File: src/bump_region_allocator_defines.svh
// Assertion macros shared by the bump region allocator.
`ifndef BUMP_REGION_ALLOCATOR_DEFINES_SVH
`define BUMP_REGION_ALLOCATOR_DEFINES_SVH

// Check that cons holds in the same cycle as ante.
`define BRA_ASSERT_SAME(label, ante, cons, msg) \
  label: assert property (@(posedge clk) disable iff (!rst_n) (ante) |-> (cons)) \
    else $error(msg);

// Check that cons holds in the cycle after ante.
`define BRA_ASSERT_NEXT(label, ante, cons, msg) \
  label: assert property (@(posedge clk) disable iff (!rst_n) (ante) |=> (cons)) \
    else $error(msg);

`endif

File: src/bra_pkg.sv
// Types and constants shared by the bump region allocator.
package bra_pkg;

  // Width of a region offset; results carry one more bit to hold the full span
  localparam int OFFSET_BITS = 32;
  localparam int SPAN_W      = OFFSET_BITS + 1;
  localparam int EXT_W       = OFFSET_BITS + 2;

  // Configuration register widths and reset values
  localparam int REGION_W = 33;
  localparam int PSHIFT_W = 5;
  localparam logic [REGION_W-1:0] REGION_RESET = 33'h1_0000_0000;
  localparam logic [PSHIFT_W-1:0] PSHIFT_RESET = 5'd12;

  // Configuration register indexes
  localparam logic [0:0] CFG_REGION_SIZE = 1'b0;
  localparam logic [0:0] CFG_PAGE_SHIFT  = 1'b1;

  typedef enum logic [1:0] {
    REQ_ALLOC  = 2'd0,
    REQ_EXTEND = 2'd1,
    REQ_POP    = 2'd2,
    REQ_QUERY  = 2'd3
  } req_type_t;

  typedef enum logic [1:0] {
    ST_OK        = 2'd0,
    ST_EXHAUSTED = 2'd1,
    ST_NOT_TOP   = 2'd2
  } status_t;

  typedef struct packed {
    req_type_t              req_type;
    logic [OFFSET_BITS-1:0] block_offset;
    logic [OFFSET_BITS-1:0] size;
    logic [4:0]             align_log2;
    logic [OFFSET_BITS-1:0] prev_len;
    logic [OFFSET_BITS-1:0] next_len;
  } req_t;

  typedef struct packed {
    status_t                status;
    logic [OFFSET_BITS-1:0] alloc_offset;
    logic [SPAN_W-1:0]      commit_start;
    logic [SPAN_W-1:0]      commit_bytes;
    logic [SPAN_W-1:0]      used_bytes;
  } rsp_t;

  // Allocator state: bump offset and committed watermark
  typedef struct packed {
    logic [SPAN_W-1:0] used;
    logic [SPAN_W-1:0] committed;
  } state_t;

endpackage

File: src/bra_step.sv
// Request evaluation: result and next allocator state for one transaction.
module bra_step (
  input  bra_pkg::state_t                  state,
  input  logic [bra_pkg::REGION_W-1:0]     region_size,
  input  logic [bra_pkg::PSHIFT_W-1:0]     page_shift,
  input  bra_pkg::req_t                    req,
  output bra_pkg::rsp_t                    rsp,
  output bra_pkg::state_t                  state_nxt
);

  localparam int OB    = bra_pkg::OFFSET_BITS;
  localparam int SW    = bra_pkg::SPAN_W;
  localparam int EW    = bra_pkg::EXT_W;
  localparam int RW    = bra_pkg::REGION_W;
  localparam int CMP_W = (RW > EW) ? RW : EW;

  logic [CMP_W-1:0] cap_wide;
  logic [EW-1:0]    cap;
  logic [EW-1:0]    limit;
  logic [EW-1:0]    used_ext;
  logic [EW-1:0]    align_m1;
  logic [EW-1:0]    aligned;
  logic [EW-1:0]    alloc_end;
  logic [EW-1:0]    blk_osz;
  logic [EW-1:0]    blk_sz;
  logic [EW-1:0]    ext_end;
  logic [EW-1:0]    new_end;
  logic [EW-1:0]    page_m1;
  logic [EW-1:0]    mark_raw;
  logic [EW-1:0]    mark;
  logic             do_adv;

  // Region limit, clipped to the addressable span
  always_comb begin
    cap_wide = CMP_W'(1) << OB;
    cap      = EW'(1) << OB;
    if (CMP_W'(region_size) > cap_wide) begin
      limit = cap;
    end else begin
      limit = EW'(CMP_W'(region_size));
    end
  end

  // Candidate ends for each request kind
  always_comb begin
    used_ext  = EW'(state.used);
    align_m1  = (EW'(1) << req.align_log2) - EW'(1);
    aligned   = (used_ext + align_m1) & ~align_m1;
    alloc_end = aligned + EW'(req.size);
    blk_osz   = EW'(req.block_offset) + EW'(req.prev_len);
    blk_sz    = EW'(req.block_offset) + EW'(req.size);
    ext_end   = EW'(req.block_offset) + EW'(req.next_len);
  end

  // Decode the request, then advance the bump offset and watermark
  always_comb begin
    rsp       = '0;
    rsp.status = bra_pkg::ST_OK;
    state_nxt = state;
    new_end   = '0;
    do_adv    = 1'b0;
    case (req.req_type)
      bra_pkg::REQ_ALLOC: begin
        if (aligned >= cap || alloc_end > limit) begin
          rsp.status = bra_pkg::ST_EXHAUSTED;
        end else begin
          rsp.alloc_offset = aligned[OB-1:0];
          new_end          = alloc_end;
          do_adv           = 1'b1;
        end
      end
      bra_pkg::REQ_EXTEND: begin
        if (blk_osz != used_ext) begin
          rsp.status = bra_pkg::ST_NOT_TOP;
        end else if (ext_end > limit) begin
          rsp.status = bra_pkg::ST_EXHAUSTED;
        end else begin
          new_end = ext_end;
          do_adv  = 1'b1;
        end
      end
      bra_pkg::REQ_POP: begin
        if (blk_sz != used_ext) begin
          rsp.status = bra_pkg::ST_NOT_TOP;
        end else begin
          state_nxt.used = SW'(req.block_offset);
        end
      end
      bra_pkg::REQ_QUERY: begin
        state_nxt = state;
      end
      default: begin
        state_nxt = state;
      end
    endcase

    // Round the new end up to a page and saturate at the full span
    page_m1  = (EW'(1) << page_shift) - EW'(1);
    mark_raw = (new_end + page_m1) & ~page_m1;
    mark     = (mark_raw > cap) ? cap : mark_raw;

    if (do_adv) begin
      state_nxt.used = new_end[SW-1:0];
      if (new_end > EW'(state.committed)) begin
        rsp.commit_start    = state.committed;
        rsp.commit_bytes    = mark[SW-1:0] - state.committed;
        state_nxt.committed = mark[SW-1:0];
      end
    end

    rsp.used_bytes = state_nxt.used;
  end

endmodule

File: src/bump_region_allocator.sv
// Top level of the bump region allocator.
//
// Usage:
//   Requests arrive on the in_ channel (in_valid / in_stall / in_data) and one
//   result leaves on the out_ channel (out_valid / out_stall / out_data) for
//   every request, in order. A transaction moves at a rising edge with valid
//   high and stall low.
//   A taken request waits in the request register; its result then goes to
//   the result register and out_. Throughput: one request per clock while
//   out_stall is low; these two registers form two stages, so a new request is
//   taken while a finished result is still waiting at the output.
//   The state update (bump offset and watermark) happens as the result is
//   registered, so the following request already sees it.
//   When the receiver holds out_stall, the result stays put; in_stall rises
//   once the request register is also full, and drops as soon as the result
//   is taken.
//   Configuration: cfg_we with cfg_idx 0 writes the region size, index 1 the
//   page shift; write only while no request is in flight.
//   Reset (rst_n low, synchronous) empties both stages, clears the bump
//   offset and watermark, and restores a 4 GiB region with 4 KiB pages.
`include "bump_region_allocator_defines.svh"

module bump_region_allocator (
  input  logic                           clk,
  input  logic                           rst_n,
  input  logic                           cfg_we,
  input  logic [0:0]                     cfg_idx,
  input  logic [bra_pkg::REGION_W-1:0]   cfg_wdata,
  input  logic                           in_valid,
  output logic                           in_stall,
  input  bra_pkg::req_t                  in_data,
  output logic                           out_valid,
  input  logic                           out_stall,
  output bra_pkg::rsp_t                  out_data
);

  logic [bra_pkg::REGION_W-1:0] region_r;
  logic [bra_pkg::PSHIFT_W-1:0] pshift_r;
  bra_pkg::state_t              state_r;
  bra_pkg::state_t              state_nxt;
  logic                         s1_valid_r;
  bra_pkg::req_t                s1_req_r;
  logic                         out_valid_r;
  bra_pkg::rsp_t                out_data_r;
  bra_pkg::rsp_t                rsp;
  logic                         s1_advance;
  logic                         s1_go;
  logic                         in_go;

  // Handshake between the two stages
  assign s1_advance = !out_valid_r || !out_stall;
  assign s1_go      = s1_valid_r && s1_advance;
  assign in_stall   = s1_valid_r && !s1_advance;
  assign in_go      = in_valid && !in_stall;
  assign out_valid  = out_valid_r;
  assign out_data   = out_data_r;

  // Configuration registers
  always_ff @(posedge clk) begin
    if (!rst_n) begin
      region_r <= bra_pkg::REGION_RESET;
      pshift_r <= bra_pkg::PSHIFT_RESET;
    end else if (cfg_we) begin
      case (cfg_idx)
        bra_pkg::CFG_REGION_SIZE: region_r <= cfg_wdata;
        bra_pkg::CFG_PAGE_SHIFT:  pshift_r <= cfg_wdata[bra_pkg::PSHIFT_W-1:0];
        default:                  region_r <= region_r;
      endcase
    end
  end

  // Request register: fill on a new transaction, empty once it moves on
  always_ff @(posedge clk) begin
    if (!rst_n) begin
      s1_valid_r <= 1'b0;
    end else if (in_go) begin
      s1_valid_r <= 1'b1;
    end else if (s1_advance) begin
      s1_valid_r <= 1'b0;
    end
  end

  always_ff @(posedge clk) begin
    if (in_go) begin
      s1_req_r <= in_data;
    end
  end

  // Evaluate the held request against the current state
  bra_step u_step (
    .state       (state_r),
    .region_size (region_r),
    .page_shift  (pshift_r),
    .req         (s1_req_r),
    .rsp         (rsp),
    .state_nxt   (state_nxt)
  );

  // Commit the state as the result is registered
  always_ff @(posedge clk) begin
    if (!rst_n) begin
      state_r <= '0;
    end else if (s1_go) begin
      state_r <= state_nxt;
    end
  end

  // Result register
  always_ff @(posedge clk) begin
    if (!rst_n) begin
      out_valid_r <= 1'b0;
    end else if (s1_advance) begin
      out_valid_r <= s1_valid_r;
    end
  end

  always_ff @(posedge clk) begin
    if (s1_go) begin
      out_data_r <= rsp;
    end
  end

  // Checks on the allocator state
  `BRA_ASSERT_SAME(a_mark_covers_used, 1'b1, state_r.used <= state_r.committed,
                   "watermark below bump offset")
  `BRA_ASSERT_NEXT(a_mark_monotonic, 1'b1, state_r.committed >= $past(state_r.committed),
                   "watermark fell")
  `BRA_ASSERT_NEXT(a_fail_keeps_state, s1_go && rsp.status != bra_pkg::ST_OK,
                   $stable(state_r), "state changed on a refused request")

endmodule
File: config.mk
export PLATFORM = sky130hd
export DESIGN_NAME = bump_region_allocator
export DESIGN_NICKNAME = d
export VERILOG_FILES = /design/src/bra_pkg.sv /design/src/bra_step.sv /design/src/bump_region_allocator.sv
export VERILOG_INCLUDE_DIRS = /design/src /design/src/src
export SDC_FILE = /design/constraint.sdc
export NUM_CORES = 1
export LEC_CHECK = 0
export ABC_AREA = 1
export BUFFER_PORTS_ARGS = -buffer_cell sky130_fd_sc_hd__buf_4
export CELL_PAD_IN_SITES_DETAIL_PLACEMENT = 0
export CELL_PAD_IN_SITES_GLOBAL_PLACEMENT = 1
export CORE_MARGIN = 10
export CORE_UTILIZATION = 41
export CTS_CLUSTER_SIZE = 24
export DETAILED_ROUTE_END_ITERATION = 12
export PLACE_DENSITY_LB_ADDON = 0.1
export SKIP_LAST_GASP = 1
export SLEW_MARGIN = 20
export SYNTH_ARGS = -nofsm -noshare
export SYNTH_HDL_FRONTEND = slang
export SYNTH_SLANG_ARGS = --single-unit
export TNS_END_PERCENT = 30
File: constraint.sdc
create_clock -name clk -period 14.2 [get_ports clk]
set_input_delay 0.71 -clock clk [delete_from_list [all_inputs] [get_ports clk]]
set_output_delay 0.71 -clock clk [all_outputs]
set_load 0.1 [all_outputs]
# Yosys cells after proc, flatten, opt, wreduce, memory -nomap -nowiden

Cells that the tools add are included.

Mux-type cells: 21
$lt $le $gt $ge: 6
Reduce and logical (&&, ||, !) cells: 16
$add $sub $neg: 9
Shift-type cells: 2
Bitwise operators: 6
Equality and inequality tests: 4

Operators by type and width:

| operator                                                                               | count |
|---|---|
| 33-bit 2-to-1 mux                                                                      | 5 |
| 34-bit by 33-bit > comparator with 1-bit output                                        | 3 |
| 34-bit 2-to-1 mux                                                                      | 3 |
| 32-bit by 32-bit adder with 33-bit output                                              | 3 |
| 34-bit bitwise AND                                                                     | 2 |
| 34-bit by 33-bit != test with 1-bit output                                             | 2 |
| 34-bit NOT                                                                             | 2 |
| 34-bit case mux with 2 select lines                                                    | 1 |
| 1-bit by 5-bit left shift with 34-bit output (first input constant)                    | 2 |
| 34-bit by 2-bit subtractor with 34-bit output (second input constant)                  | 2 |
| 66-bit 2-to-1 mux                                                                      | 1 |
| 33-bit by 34-bit adder with 34-bit output                                              | 1 |
| 34-bit by 32-bit adder with 34-bit output                                              | 1 |
| 34-bit adder                                                                           | 1 |
| 34-bit by 33-bit greater-or-equal comparator with 1-bit output (second input constant) | 1 |
| 34-bit by 33-bit > comparator with 1-bit output (second input constant)                | 1 |
| 33-bit > comparator (second input constant)                                            | 1 |
| 33-bit subtractor                                                                      | 1 |
| 1-bit 2-to-1 mux                                                                       | 7 |
| 2-bit case mux with 3 select lines                                                     | 1 |
| 2-bit AND reduction                                                                    | 3 |
| 1-bit zero test                                                                        | 4 |
| 2-bit 2-to-1 mux                                                                       | 2 |
| 1-bit logical AND                                                                      | 3 |
| other kinds (9)                                                                        | 11 |

Flip-flop bits (word level): 374

# Longest topological paths before layout

Gate-level depths: netlist (run 1).

Word-level depth: 15
Mapped depth: 105
Depth with buffers taken out: 101

# Cells and area by module

Synthesis (run 1) repeated with hierarchy kept, for this count alone.

Cell total of the unflattened synthesis: 4335
Area total of the unflattened synthesis: 31756.7 sq um

By module, submodules not included:

| module                | seq. area each (sq um) | area an instance (sq um) | cells an instance | times used |
|---|---|---|---|---|
| bra_step              | 0.0                    | 19153.4                  | 3418              | 1 |
| bump_region_allocator | 10169.8                | 12603.3                  | 917               | 1 |

# Least setup slack after synthesis (run 1)

OpenSTA, ideal clock, no wires.

Path type: register -> register
Start point: reg s1_req_r[65] in the netlist's numbering
End point: reg out_data_r (netlist bit out_data[57]), data pin
Slack: 0.931 ns
Clock period less this slack: 13.269 ns
Cell stages (with the launch flop): 95
Arrival: 13.002 ns
Required time: 13.934 ns
Path buffers: 3
Path through: edfxtp_1 > clkbuf_1 > nor2_1 > inv_2 > nor2_1 > nand2_1 > ha_1 > xnor2_1 > ha_1 > nand2_1 > o21ai_0 > and2_1 > nor2_1 > o21ai_0 > inv_1 > o21ai_0 > inv_1 > o21ai_0 > [59 not listed] > nand2_1 > a21oi_1 > nor2_1 > nor2_1 > o21bai_1 > a21oi_1 > o21bai_1 > a31oi_1 > o21ai_0 > a21oi_1 > o21ai_0 > a21boi_0 > o21ai_0 > a21boi_0 > o21ai_0 > xor2_1 > inv_1 > nor2_1

Word-level cells in the longest chain between the ends: 14
Elaborated cells on any way between the ends: 20
Those cells by class: add/sub: 5; order compare: 4; shift: 1; mux: 5; bitwise: 3; reduce/logical: 2

RTL lines:

| item                                                                           | line                         | RTL |
|---|---|---|
| start, declared                                                                | bump_region_allocator.sv:42  | `bra_pkg::req_t s1_req_r;` |
| start signal, assigned                                                         | bump_region_allocator.sv:85  | `s1_req_r <= in_data;` |
| 1-bit by 5-bit left shift with 34-bit output (*)                               | bra_step.sv:47               | `align_m1 = (EW'(1) << req.align_log2) - EW'(1);` |
| 34-bit by 2-bit subtractor with 34-bit output (*)                              | bra_step.sv:47               |  |
| 33-bit by 34-bit adder with 34-bit output / 34-bit NOT (equally long branches) | bra_step.sv:48               | `aligned = (used_ext + align_m1) & ~align_m1;` |
| 34-bit bitwise AND (*)                                                         | bra_step.sv:48               |  |
| named net u_step.aligned[11]                                                   | bra_step.sv:22               | `logic [EW-1:0] aligned;` |
| 34-bit by 32-bit adder with 34-bit output                                      | bra_step.sv:49               | `alloc_end = aligned + EW'(req.size);` |
| 34-bit by 33-bit > comparator with 1-bit output                                | bra_step.sv:64               | `if (aligned >= cap \|\| alloc_end > limit) begin` |
| 1-bit logical OR                                                               | bra_step.sv:64               |  |
| 34-bit 2-to-1 mux                                                              | bra_step.sv:64               |  |
| 34-bit case mux with 2 select lines                                            | bra_step.sv:62               | `case (req.req_type)` |
| 34-bit adder                                                                   | bra_step.sv:99               | `mark_raw = (new_end + page_m1) & ~page_m1;` |
| 34-bit bitwise AND                                                             | bra_step.sv:99               |  |
| 34-bit by 33-bit > comparator with 1-bit output                                | bra_step.sv:100              | `mark = (mark_raw > cap) ? cap : mark_raw;` |
| 33-bit 2-to-1 mux                                                              | bra_step.sv:100              |  |
| 33-bit subtractor                                                              | bra_step.sv:106              | `rsp.commit_bytes = mark[SW-1:0] - state.committed;` |
| end signal, assigned                                                           | bump_region_allocator.sv:119 | `out_data_r <= rsp;` |
| end, declared                                                                  | bump_region_allocator.sv:44  | `bra_pkg::rsp_t out_data_r;` |

Mark *: on every way through the listed nets, which the timed path passes. The rest lies on a longest branch.
A chain may end at the register's enable or synchronous reset.

# Worst setup path in the final report (run 1)

Ends and elaborated chain as after synthesis.

==> metrics.txt, run 1 <==
Avg Cell Area, Syn 7.455 sq um; Max Fclk 74.84 MHz; hold_sp in_data[109]; Critical path origin s1_req_r[65]$_DFFE_PP_; CP max stage delay 0.37 ns; static leakage 18.58 nW; wire per inst 22.71 um; Final min period 13.36 ns; Power Density 125.0 nW/um^2; DP Worst Slack -0.3721 ns; crit path kind flip-flop to flip-flop; clk buf depth 3; largest cells by area after synthesis edfxtp_1 26%, ha_1 13%, nand2_1 11%, inv_1 7.5%, dfxtp_1 6.8%; row count 101; CP max stage cell a211oi_2; vias after detailed routing 29814; min-delay worst type input pin to flip-flop; CP required 14.63 ns; Yosys top cell area share 25.77%; hold-critical path endpoint s1_req_r[109]$_DFFE_PP_; final period utilization 94.10%; die span in x 296.0 um; cell count after placement 5527; actual slew at the worst max-slew pin 1.076 ns; Crit path arrival time 13.79 ns; maximum VDD drop 0.0001018 V; die area 87600 sq um; GRT Resource Usage Total 28.01%; drt pass-1 iters 5; PortBufs 308; Critical Path Source Type flip-flop; post-synthesis sequential area ratio 32.57%; Post-DP HPWL 107800 um; htree depth 2; Synth Warn # 0; initial DRC count 2655; Worst Skew 0.02629 ns; R2R Setup Slk 0.84 ns; Synth area leader edfxtp_1; Mapped Area 31230 sq um; Min-Delay Path Depth 1; GRT met1 Usage 41.16%; GRT met3 Usage 6.473%; clock sink count 374; first-pass GRT wire length 181800 um; RR Startpoint s1_req_r[65]$_DFFE_PP_; share of post-route cells with drive strength above 1 16.95%; status finished clean; TritonCTS clock tree yes; area post-placement 35410 sq um; area growth from synthesis to layout 20.43%; Syn Inst Count 4189; most used cell, CP nand2_1; drt drc 0; hold_buf cts 0; final setup margin 0.8383 ns; antenna violations before repair 2; worst reg2reg endpoint out_data[57]$_SDFFCE_PN0P_; Nets 5129; fin area 37610 sq um; most frequent cells in the layout 882 x nand2_1, 617 x inv_1, 451 x buf_4, 401 x nor2_1, 326 x a21oi_1; Yosys reg bits 374; Slew Viols, Final 0; worst-path fanout max 14; vias per cell 5.292; hold_ws 0.2824 ns; delay-heaviest family, CP simple AND/OR/NAND/NOR gates; post-synth cell types 63; buffers and inverters on the worst path 13; clock-pin slew on the worst setup and hold paths 0.06 ns; Core Region 75700 sq um; remaining global-route overflow 0; Final Wtd Congestion 0.9883; ys async rst share 0%; Setup Viol. Count Final 0; largest net degree at the start of global routing 77; clock root buffer clkbuf_16; CP Capture Type flip-flop; Boundary Pins 309; routed wire length 128000 um; antenna diode count 0; Post-synth EDFFs 268; commonest non-fill, non-tap cell in the layout nand2_1; maxcap violations 0; Clock Latency Late Sink 0.60 ns; GRT Max-Usage Layer met1; vias in the first global route 27536; Detail Route Antenna Nets 0; Die Y 296.0 um; CTS Buf Count 44; Initial Util 41.25%; Layout Cells excl Fill 5634; Relative slew margins 27.51%; Hold Fails Final Rpt 0; main flop type after synthesis edfxtp_1; GRT met2 Usage 40.74%; R2R depth 96; final core utilization 49.68%
how the worst max path moves through the flow:
| stage | endpoint | slack, ns | cells past startpoint |
|---|---|---|---|
| 4_1_cts | out_data[57]$_SDFFCE_PN0P_ | -0.006 | 92 |
| 2_1_floorplan | out_data[57]$_SDFFCE_PN0P_ | 0.93 | 94 |
| 6_report | out_data[57]$_SDFFCE_PN0P_ | 0.84 | 96 |
| 3_5_place_dp | out_data[57]$_SDFFCE_PN0P_ | -0.37 | 92 |
| 5_1_grt | out_data[57]$_SDFFCE_PN0P_ | -0.24 | 92 |
| 3_3_place_gp | out_data[57]$_SDFFCE_PN0P_ | -0.04 | 87 |
power breakdown:
part           internal (mW)  total [mW]  switching (mW)
Combinational          0.780        2.24            1.46
Clock                  0.653        1.15           0.493
Sequential              1.25        1.31          0.0640
Total                   2.68        4.70            2.02
cell usage after synthesis (13+ instances only):
cell      count
or2_2        17
nor3_1       83
o211ai_2     19
ha_1        328
o21bai_1     16
nor2_2       15
inv_2        26
xnor2_1      66
a21boi_0     13
o21a_1       16
nand4_1      42
dfxtp_1     106
buf_2        14
a31oi_1      31
o211ai_1     25
clkbuf_1     52
a21oi_2      23
a21oi_1     346
nand2_4      22
o21ai_1      15
nor2_1      417
nand2_1     891
xor2_1      143
nand2_2      20
nor4_1       46
edfxtp_1    268
inv_1       622
a21o_1       18
nand3b_1     15
nand3_1     172
o21ai_0     206
final cells by class:
| cell class | instances | area, sq um |
|---|---|---|
| Sequential cell | 374 | 10170 |
| Tap cell | 978 | 1224 |
| Clock inverter | 16 | 155.1 |
| Inverter | 656 | 2467 |
| Clock buffer | 66 | 1289 |
| Timing Repair Buffer | 455 | 3453 |
| Fill cell | 7553 | 38090 |
| Multi-Input combinational cell | 3089 | 18850 |
per-stage QoR:
step / TNS (ns) / total power, mW
after floorplan: 0 / 2.746
after global placement: -0.04838 / 3.442
after detailed placement: -1.289 / 3.434
after CTS: -0.005788 / 4.598
after global routing: -0.7577 / 4.984
final: 0 / 4.702
layer usage:
metal,vias to the layer above,part of all wire [%]
met4,0,2.3
met5,-,0
met3,146,9.0
met2,1060,41
li1,14847,-
met1,13761,47
registers in the layout, summed over array words and instances, names as in the netlist:
signal	flops
state_r	66
pshift_r	5
out_valid	1
s1_req_r	135
out_data	133
s1_valid_r	1
region_r	33
cells by family after synthesis:
group	Yosys count	share of synthesized area, %
other	1	0.01201
XOR/XNOR	211	6.006
AND/OR/NAND/NOR	1769	24.54
AO/OA/AOI/OAI	770	14.32
buffers and inverters	729	8.963
adder cells (fa/ha/maj)	335	13.59
flip-flops	374	32.57
repair_timing:
item	in CTS	in global routing
buffers inserted	0	24
gates resized for setup	9	141
hold endpoints to repair	0	0
pin swaps	0	46
gates cloned	0	1
endpoints found under the setup margin	6	24
No activity file was read; power rests on OpenSTA's default activity.
==> run 2, diff against run 1 <==
--- a/config.mk
+++ b/config.mk
@@ -14,6 +14,7 @@
 export CORE_UTILIZATION = 41
 export CTS_CLUSTER_SIZE = 24
 export DETAILED_ROUTE_END_ITERATION = 12
+export HOLD_SLACK_MARGIN = 0.12
 export PLACE_DENSITY_LB_ADDON = 0.1
 export SKIP_LAST_GASP = 1
 export SLEW_MARGIN = 20
==> constraint.sdc (replaced) <==
create_clock -name clk -period 15.1 [get_ports clk]
set_input_delay 0.755 -clock clk [delete_from_list [all_inputs] [get_ports clk]]
set_output_delay 0.755 -clock clk [all_outputs]
set_load 0.01 [all_outputs]
==> metrics.txt, run 2 (same netlist as run 1, synthesis figures left out) <==
fillers 7756; CTS Buf Count 44; worst reg2reg endpoint out_data[64]$_SDFFCE_PN0P_; clk buf depth 3; Critical Path Source Type flip-flop; maximum VDD drop 0.00008939 V; wire per inst 22.62 um; area post-placement 34960 sq um; htree depth 2; GRT Resource Usage Total 27.74%; Worst Skew 0.04291 ns; Final Wtd Congestion 0.9651; commonest non-fill, non-tap cell in the layout nand2_1; antenna violations before repair 3; Sw Pwr 1.723 mW; Clk pwr share 25.7%; area growth from synthesis to layout 17.17%; most used cell, CP nand2_1; CP max stage delay 0.51 ns; most flop-heavy register s1_req_r; switching portion of total power 41.50%; Power Density 113.5 nW/um^2; share of post-route cells with drive strength above 1 14.05%; actual slew at the worst max-slew pin 1.248 ns; Initial Util 41.25%; R2R depth 92; clock sink count 374; Pwr Total 4.153 mW; static leakage 18.10 nW; hold-critical path endpoint s1_req_r[52]$_DFFE_PP_; hold_buf cts 0; remaining global-route overflow 0; max reg flops 135; vias after detailed routing 29735; cell count after placement 5469; drt pass-1 iters 6; crit path kind flip-flop to flip-flop; status finished clean; vias per cell 5.355; maxcap violations 0; first-pass GRT wire length 181600 um; antenna diode count 0; Setup Viol. Count Final 0; Min-Delay Path Depth 1; final period utilization 91.47%; Core Region 75700 sq um; vias in the first global route 27224; R2R Setup Slk 1.29 ns; Clock Latency Late Sink 0.61 ns; Int Pwr 2.429 mW; Detail Route Antenna Nets 0; drt drc 0; final core utilization 48.34%; final setup margin 1.288 ns; clock root buffer clkbuf_16; PortBufs 308; Nets 5048; clock-pin slew on the worst setup and hold paths 0.06 ns; most frequent cells in the layout 887 x nand2_1, 620 x inv_1, 411 x nor2_1, 370 x buf_4, 336 x a21oi_1; Layout Cells excl Fill 5553; die area 87600 sq um; Slew Viols, Final 0; die span in x 296.0 um; min-delay worst type input pin to flip-flop; CP max stage cell nor4_1; RR Startpoint s1_req_r[67]$_DFFE_PP_; worst-path fanout max 12; CP required 15.45 ns; Die Y 296.0 um; Hold Fails Final Rpt 0; Boundary Pins 309; Post-DP HPWL 106200 um; fin area 36590 sq um; Final min period 13.81 ns; row count 101; sequential share of power 29.7%; TritonCTS clock tree yes; Max Fclk 72.40 MHz; hold_sp in_data[52]; Relative slew margins 15.95%; DP Worst Slack 0.2197 ns; routed wire length 125600 um; initial DRC count 2861; CP Capture Type flip-flop; combinational power share 44.6%; Crit path arrival time 14.16 ns; largest net degree at the start of global routing 150
[run 2: cell count changes in the layout (fill, tap and decap cells not counted), moves of 8 or more]
cell     delta
buf_4      -81
o21ai_0    +13
o21ai_2    -12
a21oi_1    +10
nor2_1     +10
nor2_2      -8
[run 2: layer usage]
| layer | track usage (%) | share of wire (%) | routed length, um |
|---|---|---|---|
| met5 | 0 | 0 | 0 |
| met4 | 4.780 | 1.6 | 2016 |
| met3 | 4.497 | 7.6 | 9538 |
| met2 | 41.36 | 42 | 53000 |
| met1 | 41.80 | 49 | 61070 |
[run 2: worst max-delay path by stage]
stage	from	end	depth (start not counted)
2_1_floorplan	s1_req_r[65]$_DFFE_PP_	out_data[57]$_SDFFCE_PN0P_	94
3_3_place_gp	s1_req_r[66]$_DFFE_PP_	out_data[57]$_SDFFCE_PN0P_	88
3_5_place_dp	s1_req_r[66]$_DFFE_PP_	out_data[57]$_SDFFCE_PN0P_	91
4_1_cts	s1_req_r[66]$_DFFE_PP_	out_data[57]$_SDFFCE_PN0P_	91
5_1_grt	s1_req_r[66]$_DFFE_PP_	out_data[64]$_SDFFCE_PN0P_	97
6_report	s1_req_r[67]$_DFFE_PP_	out_data[64]$_SDFFCE_PN0P_	92
[run 2: cell type report]
type / instances / area, sq um / area share [%]
Inverter: 656 / 2467 / 6.744
Timing Repair Buffer: 374 / 2831 / 7.739
Sequential cell: 374 / 10170 / 27.79
Multi-Input combinational cell: 3089 / 18460 / 50.46
Tap cell: 978 / 1224 / 3.344
Clock buffer: 62 / 1262 / 3.450
Clock inverter: 20 / 172.7 / 0.4719
[run 2: power by group through the flow]
stage | logic, mW | clock network, mW | registers (mW)
final | 1.85 | 1.07 | 1.23
after global routing | 2.06 | 1.13 | 1.24
after CTS | 1.79 | 1.09 | 1.23
after detailed placement | 1.78 | 0 | 1.25
after global placement | 1.79 | 0 | 1.25
after floorplan | 1.21 | 0 | 1.24
[run 2: critical path: cells and delay by family (launching register included)]
family / cells / cell delay [ns]
and+or+nand+nor: 50 / 5.83
AOI/OAI and AO/OA: 21 / 3.83
adders and majority gates: 5 / 1.54
buffers and inverters: 14 / 1.46
DFF: 1 / 0.45
xor gates and xnor gates: 2 / 0.42
[run 2: through the flow]
step | TNS, ns | hold WS, ns
floorplan | 0 | 0.4569
global placement | 0 | 0.5108
detailed placement | 0 | 0.4969
CTS | 0 | 0.2951
global route | -0.01997 | 0.2981
finish | 0 | 0.3273
[run 2: repair_timing]
action	4_1_cts	5_1_grt
endpoints found under the setup margin	0	20
resized for setup	0	63
buffers inserted	0	2
==> run 3, diff against run 2 <==
==> constraint.sdc (replaced) <==
create_clock -name clk -period 17.28 [get_ports clk]
set_input_delay 0.864 -clock clk [delete_from_list [all_inputs] [get_ports clk]]
set_output_delay 0.864 -clock clk [all_outputs]
set_load 0.01 [all_outputs]
==> metrics.txt, run 3 (same netlist as run 1, synthesis figures left out) <==
status finished clean; wire per inst 22.99 um; clk buf depth 3; Max Fclk 62.63 MHz; TritonCTS clock tree yes; Hold Fails Final Rpt 0; Clk pwr share 25.1%; CP Capture Type flip-flop; Post-DP HPWL 107200 um; Final min period 15.97 ns; drt pass-1 iters 6; antenna diode count 0; Worst Skew 0.03367 ns; CP max stage delay 0.53 ns; Relative slew margins 21.20%; remaining global-route overflow 0; Setup Viol. Count Final 0; clock root buffer clkbuf_16; Nets 4999; sequential share of power 30.5%; GRT Resource Usage Total 27.93%; Slew Viols, Final 0; area post-placement 34610 sq um; setup tns final 0 ns; Post-CTS Setup Inserts 0; Boundary Pins 309; worst-path fanout max 30; vias in the first global route 27408; max reg flops 135; fillers 7867; min-delay worst type input pin to flip-flop; first-pass GRT wire length 183100 um; most flop-heavy register s1_req_r; area growth from synthesis to layout 15.23%; commonest non-fill, non-tap cell in the layout nand2_1; clock sink count 374; maximum VDD drop 0.00007919 V; initial DRC count 2840; Critical Path Source Type flip-flop; actual slew at the worst max-slew pin 1.170 ns; crit path kind flip-flop to flip-flop; Initial Util 41.25%; Clock Latency Late Sink 0.60 ns; Detail Route Antenna Nets 0; largest net degree at the start of global routing 80; CP max stage cell edfxtp_1; share of post-route cells with drive strength above 1 12.18%; Die Y 296.0 um; Power Density 98.03 nW/um^2; most frequent cells in the layout 891 x nand2_1, 621 x inv_1, 412 x nor2_1, 346 x a21oi_1, 328 x ha_1; Int Pwr 2.045 mW; combinational power share 44.3%; drt drc 0; switching portion of total power 42.02%; vias after detailed routing 29583; CP required 17.61 ns; hold_ws 0.4359 ns; clock-pin slew on the worst setup and hold paths 0.06 ns; Crit path arrival time 16.30 ns; Core Region 75700 sq um; Final Wtd Congestion 0.9772; most used cell, CP nand2_1; RSZ-0062 raised after global routing false; delay-heaviest family, CP simple AND/OR/NAND/NOR gates; Sw Pwr 1.482 mW; die area 87600 sq um; static leakage 17.77 nW; buffers and inverters on the worst path 13; maxcap violations 0; row count 101; antenna violations before repair 2; PortBufs 308; CTS Buf Count 43; htree depth 2; vias per cell 5.376; fin area 35980 sq um; final period utilization 92.40%; die span in x 296.0 um; routed wire length 126500 um
## run 3: cell count changes in the layout (fill, tap and decap cells not counted), moves of 3 or more
cell	previous run	this run
a21boi_0	8	12
a21boi_2	3	0
a21oi_1	336	346
a21oi_2	33	23
buf_4	370	324
clkbuf_1	10	18
clkbuf_16	46	43
clkbuf_8	5	0
nand2_1	887	891
nand2_2	24	20
o21ai_0	188	202
o21ai_1	28	18
o21ai_2	5	1
## run 3: layer usage
| layer | vias up | routed length [um] | GRT usage (%) | share of wire [%] |
|---|---|---|---|---|
| met2 | 1042 | 53020 | 41.42 | 42 |
| met3 | 100 | 9073 | 4.191 | 7.2 |
| met5 | - | 0 | 0 | 0 |
| met1 | 13841 | 62720 | 42.68 | 50 |
| li1 | 14600 | - | - | - |
| met4 | 0 | 1693 | 4.250 | 1.3 |
## run 3: area by class of cell
class                   instances  area (sq um)  area share [%]
clock buffers                  61          1144           3.178
multi-input cells            3089         18340           50.96
repair buffers                326          2459           6.832
well taps                     978          1224           3.401
inverters                     656          2467           6.857
flip-flops and latches        374         10170           28.26
clock inverters                19         185.2          0.5146
## run 3: power by group through the flow
stage	clock [mW]	combinational, mW	sequential [mW]
3_5_place_dp	0	1.53	1.09
4_1_cts	0.905	1.54	1.08
6_report	0.887	1.56	1.08
5_1_grt	0.940	1.74	1.08
3_3_place_gp	0	1.54	1.10
2_1_floorplan	0	1.06	1.08
## run 3: timing repair
item / CTS / global route
setup endpoints to repair: 0 / 11
hold buffers: 0 / 0
gates resized for setup: 0 / 12
## run 3: final timing paths
kind	from	to	slack, ns	cells past startpoint
max reg2reg	s1_req_r[66]$_DFFE_PP_	out_data[64]$_SDFFCE_PN0P_	1.31	92
max	s1_req_r[66]$_DFFE_PP_	out_data[64]$_SDFFCE_PN0P_	1.31	92
min reg2reg	out_valid$_SDFFE_PN0N_	out_valid$_SDFFE_PN0N_	0.52	2
min	in_data[106]	s1_req_r[106]$_DFFE_PP_	0.44	1
## run 3: through the flow
step                      setup WS (ns)  utilization [%]  power, mW  instances
final                             1.314            47.54      3.527       5503
after global routing           0.005501            47.54      3.761       5503
after CTS                        0.8692            47.48      3.520       5503
after detailed placement         0.9546            45.73      2.624       5423
after global placement           0.9829            45.73      2.634       5423
after floorplan                   4.011                -      2.139       4192
